[config.mk]
export PLATFORM = sky130hd
export DESIGN_NAME = cwd_codebook
export DESIGN_NICKNAME = d
export VERILOG_FILES = /design/src/design/cwd_pkg.sv /design/src/design/cwd_codebook.sv
export SDC_FILE = /design/constraint.sdc
export NUM_CORES = 2
export LEC_CHECK = 0
export BUFFER_PORTS_ARGS = -buffer_cell sky130_fd_sc_hd__buf_4
export CORE_MARGIN = 2
export CORE_UTILIZATION = 40
export DETAILED_ROUTE_END_ITERATION = 6
export PLACE_DENSITY = 0.53
export SLEW_MARGIN = 20
export SYNTH_ARGS = -nofsm -noshare
export SYNTH_HDL_FRONTEND = slang
export SYNTH_SLANG_ARGS = --single-unit
[constraint.sdc]
create_clock -name clk -period 21.4 [get_ports clk]
set_clock_uncertainty 0.15 [all_clocks]
set_input_delay 2.14 -clock clk [delete_from_list [all_inputs] [get_ports clk]]
set_output_delay 2.14 -clock clk [all_outputs]
set_load 0.005 [all_outputs]
[src/design/cwd_pkg.sv]
`timescale 1ns / 1ps
// Package for the codeword window detector: widths, reset values and
// the request type between the top level and the codebook map.
// No dependencies.
package cwd_pkg;

  // Default number of slice offsets searched for a codeword.
  localparam int SEARCH_OFFSETS_DEF = 8;

  // Field widths.
  localparam int WINDOW_W  = 32;
  localparam int WORD_W    = 16;
  localparam int BYTE_W    = 8;
  localparam int PREFIX_W  = 4;
  localparam int INDEX_W   = 12;
  localparam int HISTORY_W = 32;

  // Target search covers the slices at bit offsets 16 down to 0.
  localparam int TARGET_OFFSETS = WINDOW_W - WORD_W + 1;

  // Reset value of the prefix register.
  localparam logic [PREFIX_W-1:0] PREFIX_RESET = 4'b1110;

  // Command codes.
  localparam logic CMD_LOAD = 1'b0;
  localparam logic CMD_DATA = 1'b1;

  // Codebook map layout: 4096 bits stored as 512 rows of 8 bits.
  localparam int ROW_W     = 8;
  localparam int BIT_AW    = $clog2(ROW_W);
  localparam int MAP_ROWS  = (1 << INDEX_W) / ROW_W;
  localparam int ROW_AW    = $clog2(MAP_ROWS);

  // Access request from the control logic to the codebook map.
  typedef struct packed {
    logic               rd_en;
    logic [INDEX_W-1:0] rd_index;
    logic               set_en;
    logic [INDEX_W-1:0] set_index;
  } map_req_t;

endpackage

[src/design/cwd_codebook.sv]
`timescale 1ns / 1ps
// Codebook map: 4096 one-bit entries in a synchronous 512 x 8 memory,
// with a clearing pass after reset and read-modify-write for setting bits.
// Depends on cwd_pkg.
module cwd_codebook (
  input  logic              clk,
  input  logic              rst,
  input  cwd_pkg::map_req_t req,
  output logic              busy,
  output logic              rd_bit
);

  logic [cwd_pkg::ROW_W-1:0]  mem [cwd_pkg::MAP_ROWS];
  logic [cwd_pkg::ROW_W-1:0]  rd_row;
  logic [cwd_pkg::BIT_AW-1:0] rd_sel;
  logic [cwd_pkg::ROW_AW-1:0] clr_row;

  logic                       wr_en;
  logic [cwd_pkg::ROW_AW-1:0] wr_row;
  logic [cwd_pkg::ROW_W-1:0]  wr_data;
  logic [cwd_pkg::ROW_W-1:0]  set_mask;

  // Clearing pass: one row per cycle after reset.
  always_ff @(posedge clk) begin
    if (rst) begin
      busy    <= 1'b1;
      clr_row <= '0;
    end else if (busy) begin
      clr_row <= clr_row + 1'b1;
      if (clr_row == cwd_pkg::ROW_AW'(cwd_pkg::MAP_ROWS - 1)) begin
        busy <= 1'b0;
      end
    end
  end

  // The set request comes the cycle after the read of the same row, so the
  // registered row is the current content and is written back with one bit set.
  always_comb begin
    set_mask = '0;
    set_mask[req.set_index[cwd_pkg::BIT_AW-1:0]] = 1'b1;
    if (busy) begin
      wr_en   = 1'b1;
      wr_row  = clr_row;
      wr_data = '0;
    end else begin
      wr_en   = req.set_en;
      wr_row  = req.set_index[cwd_pkg::INDEX_W-1:cwd_pkg::BIT_AW];
      wr_data = rd_row | set_mask;
    end
  end

  // Memory write port.
  always_ff @(posedge clk) begin
    if (wr_en) begin
      mem[wr_row] <= wr_data;
    end
  end

  // Memory read port with registered data.
  always_ff @(posedge clk) begin
    if (req.rd_en) begin
      rd_row <= mem[req.rd_index[cwd_pkg::INDEX_W-1:cwd_pkg::BIT_AW]];
      rd_sel <= req.rd_index[cwd_pkg::BIT_AW-1:0];
    end
  end

  assign rd_bit = rd_row[rd_sel];

endmodule

# == Word-level counts from Yosys, hierarchy flattened ==
# Memory sizes are Yosys's and may differ from the RTL's. A register that Yosys moved wholly into a read port is not among the register bits.
# Cells that the tools add are included.
# word_totals
ff_bits,13
mem_bits_rw,4096
inputBits,28
out_inout_bits,2
word_cells,22
memories,1
# mem_list
name,words,width,rd,rd_clocked_by_memory_dff,write_ports,line_no,text
mem,512,8,1,1,1,cwd_codebook.sv:13,logic [cwd_pkg::ROW_W-1:0] mem [cwd_pkg::MAP_ROWS];
# op_classes
add_sub_neg,1
magnitude_cmp,3
n_eq_ne,1
mux,11
bitwise_logic,1
n_reduce_logical,1
# op_table
op,count
$add 9x1->9 const B,1
$eq 9x9->1 const B,1
$mux 9,1
$lt 3x4->1 const B,2
$mux 8,1
$or 8x8->8,1
$mux 1,7
$bmux 1 s3,1
$demux 1 s3,1
$ge 3x1->1 const B,1
$logic_and 1x1->1,1

# == Logic depth before layout (Yosys ltp) ==
# depth
depth_word,6
depth_mapped,12
depth_no_buf,7

# == Worst setup path before layout ==
# OpenSTA, ideal clock, no wires.
# synth_path
path_kind,in2reg
startpoint,input req[2] (netlist bit)
endpoint,"memory mem[0][1] (netlist bit), data pin"
setup_time_ns,2.589
arrival_ns,14.156
required_ns,18.661
slack_ns,4.505
path_stages,3
path_buffers,0
cell_sequence,nor2_1 > a21oi_1 > nor2_1
# synth_between
elab_chain_cells,6
word_cells_on_any_way,7
classes_between,order compare: 2; mux: 3; bitwise: 1; reduce/logical: 1
# synth_lines
item,line_no,text
"start, declared",cwd_codebook.sv:8,"input cwd_pkg::map_req_t req,"
$lt 3x4->1 (not written as such) or $ge 3x1->1 (tied branches),cwd_codebook.sv:40,set_mask[req.set_index[cwd_pkg::BIT_AW-1:0]] = 1'b1;
$logic_and 1x1->1 (not written as such),cwd_codebook.sv:40,
$mux 1 (not written as such),cwd_codebook.sv:40,
$demux 1 s3 *,cwd_codebook.sv:40,
$or 8x8->8 *,cwd_codebook.sv:48,wr_data = rd_row | set_mask;
$mux 8 *,cwd_codebook.sv:41,if (busy) begin
"via wr_data, one bit",cwd_codebook.sv:20,logic [cwd_pkg::ROW_W-1:0] wr_data;
"end, declared",cwd_codebook.sv:13,
# The timed path passes the listed nets; every way through them passes the cells marked *.

==> results.cfg <==
[outcome]
status = complete, no violations

[final_layout]
area_growth_pct = 11.79
drive_above_1_share = 0.1812
fin_area_mm2 = 0.1804
fin_util = 0.4483
finalNetCount = 8267

[yosys]
synth_area_mm2 = 0.1613
synth_area_per_cell_um2 = 19.83
synth_area_leaders = edfxtp_1, mux4_2, mux2i_1
ys_async_sr_fraction = 0
ys_ff_latch = 4117
ys_types = 64
yosys_warnings = 0
synth_area_leader_cell = edfxtp_1
synth-main-ff-cell = edfxtp_1
syn_inst = 8135
synth_edf_count = 4107
synth_top_area_share = 0.7644
syn_nets = 8165
yosysSeqAreaShare = 0.7656

[clock_tree]
root_buffer = clkbuf_16
cts_tree = built
cts_made_buffers = 418
postCtsSetupRepairBufs = 0
max-clock-path-buffers = 4
post_cts_resized = 0
cts_sinks = 4117
htreeDepth = 5
clkTransAtPathRegs_ps = 60
cts_hold_buffers = 0
insertion_delay_ps = 990

[timing]
min_period_ps = 8312
setup_ws_ps = 13090
rsz0062_at_grt = false
max_freq_ghz = 0.1203
hold_viol = 0
period_share = 0.3884
tns_ps = 0
setup_viol = 0
slew_violations = 0
worst_pin_slew_ps = 1153
slew-limit-headroom = 0.2311

[setup_path]
path_class = in -> reg
critPathMaxStageDelay_ps = 820
r2r_slack_ps = 16410
cp_max_fo = 73
critical_path.top_delay_family = simple AND/OR/NAND/NOR gates
arrival_ps = 9000
endpoint_kind = register
cp_cell_sequence = buf_8 > buf_4 > nand2b_4 > buf_4 > buf_4 > buf_4 > buf_4 > o221ai_1 > nor3_1 > nor4_1 > nand4_1 > nor3_1 > and4bb_1
critPathBufInv = 6
worstPathRequired_ps = 22090
worst_path_most_repeated_cell = buf_4
critPathSlowestCell = nor3_1
startpoint_type = input pin

[placed_design]
dpl_cell_area_mm2 = 0.1667
gp_congestion = 0.8470
port_buffers = 29
dp_hpwl_um = 269700
place_ws_ps = 12180

[pwr]
finalPower_mw = 16.56
vdd.ir_drop.worst_mv = 0.06871
leakage_nw = 63.58
cellPowerDensity_mw_per_mm2 = 91.84

[grt]
antenna_found_initial = 41
overflow = 0
grt_pass1_wl_um = 637900
grt_usage = 0.2177
grt_max_degree = 228
grt_pass1_vias = 82500

[route]
vias_per_cell = 5.926
wl_um = 452000
drc = 0
vias = 82470
ant_nets = 0
first_pass_iters = 6
drtIter0Drc = 9582
wire_per_inst_um = 32.48

[floorplanning]
initial_core_util = 0.4010
die_y_um = 639.1
core_mm2 = 0.4023
fp.dieW_um = 639.1
dieArea_mm2 = 0.4085
io_pins = 30
rows = 233

[hold_path]
hp-class = reg -> reg

[job]
max-cap-violations = 0
==> power by group <==
part           switching (mW)  internal [mW]  leakage [nW]
clock                    3.08           4.15          6.57
sequential            0.00460           8.74          44.7
combinational           0.393          0.192          12.3
==> cells in the mapped netlist, types with 43 or more instances <==
| cell type | instances |
|---|---|
| clkbuf_1 | 233 |
| mux2i_1 | 724 |
| mux4_2 | 692 |
| o22ai_1 | 211 |
| a21oi_1 | 171 |
| o21ai_0 | 77 |
| buf_2 | 94 |
| nor2_1 | 589 |
| nand2_1 | 144 |
| nor3_1 | 157 |
| nand4_1 | 54 |
| edfxtp_1 | 4107 |
| buf_4 | 50 |
| o221ai_1 | 265 |
| a22oi_1 | 43 |
| buf_6 | 68 |
==> metrics by stage <==
| step | hold WS, ps | cells |
|---|---|---|
| 2_1_floorplan | 366.0 | 8135 |
| 3_3_place_gp | 407.0 | 13100 |
| 3_5_place_dp | 425.1 | 13100 |
| 4_1_cts | 433.6 | 13870 |
| 5_1_grt | 476.3 | 13910 |
| 6_report | 432.2 | 13920 |
==> area by class of cell <==
cell class | count | area [µm²]
multi-input cells | 3491 | 34870
clock inverters | 274 | 2496
repair buffers | 197 | 1793
well taps | 5287 | 6615
flip-flops and latches | 4117 | 123500
clock buffers | 496 | 10900
fillers | 34220 | 221900
diodes | 42 | 105.1
inverters | 12 | 57.56
==> cell usage in the layout (no fill, tap or decap), drive strengths merged, types with 25 or more instances in the layout <==
cell and instances:
nand4 54, nor3 157, clkinv 207, a22oi 43, diode 42, nor4 39, clkbuf 497, a31oi 32
o221ai 269, a21oi 171, o21ai 78, or2 31, o22ai 211, mux2i 724, nand2 144, a211oi 39
mux4 692, nor2 589, bufinv 44, buf 196, inv 25, edfxtp 4107
==> path summary, 6_finish.rpt <==
check | from | end | cells after the start
worst max-delay path | req[17] | rd_row[3] | 13
worst min register to register | clr_row[8] | clr_row[8] | 2
worst min-delay path | clr_row[8] | clr_row[8] | 2
worst max register to register | busy | mem[328][0] | 6
==> per-layer routing <==
metal | part of all wire | routed length [µm] | GRT usage
met1 | 0.42 | 187600 | 0.3031
met2 | 0.48 | 218600 | 0.3537
met3 | 0.073 | 33050 | 0.03811
met4 | 0.028 | 12660 | 0.05962
met5 | 0.000073 | 33 | 0
==> sequential cells by signal, summed over array words and instances, names as in the netlist <==
signal,cells
rd_row,8
rd_sel,3
clr_row,9
busy,1
mem,4096
==> kinds of logic after synthesis <==
kind of cell | Yosys count | synth area share
flops | 4117 | 0.7656
xor+xnor | 7 | 0.0003800
simple gates | 1140 | 0.03223
compound gates | 922 | 0.03990
buf+inv | 527 | 0.01993
mux | 1420 | 0.1418
fa+ha+maj | 2 | 0.0001551
==> worst min-delay path: stages, from the launching register on <==
cell and delay, ps:
dfxtp_1 350, mux2i_1 140, nor2_1 50
(Power assumes the default switching activity.)
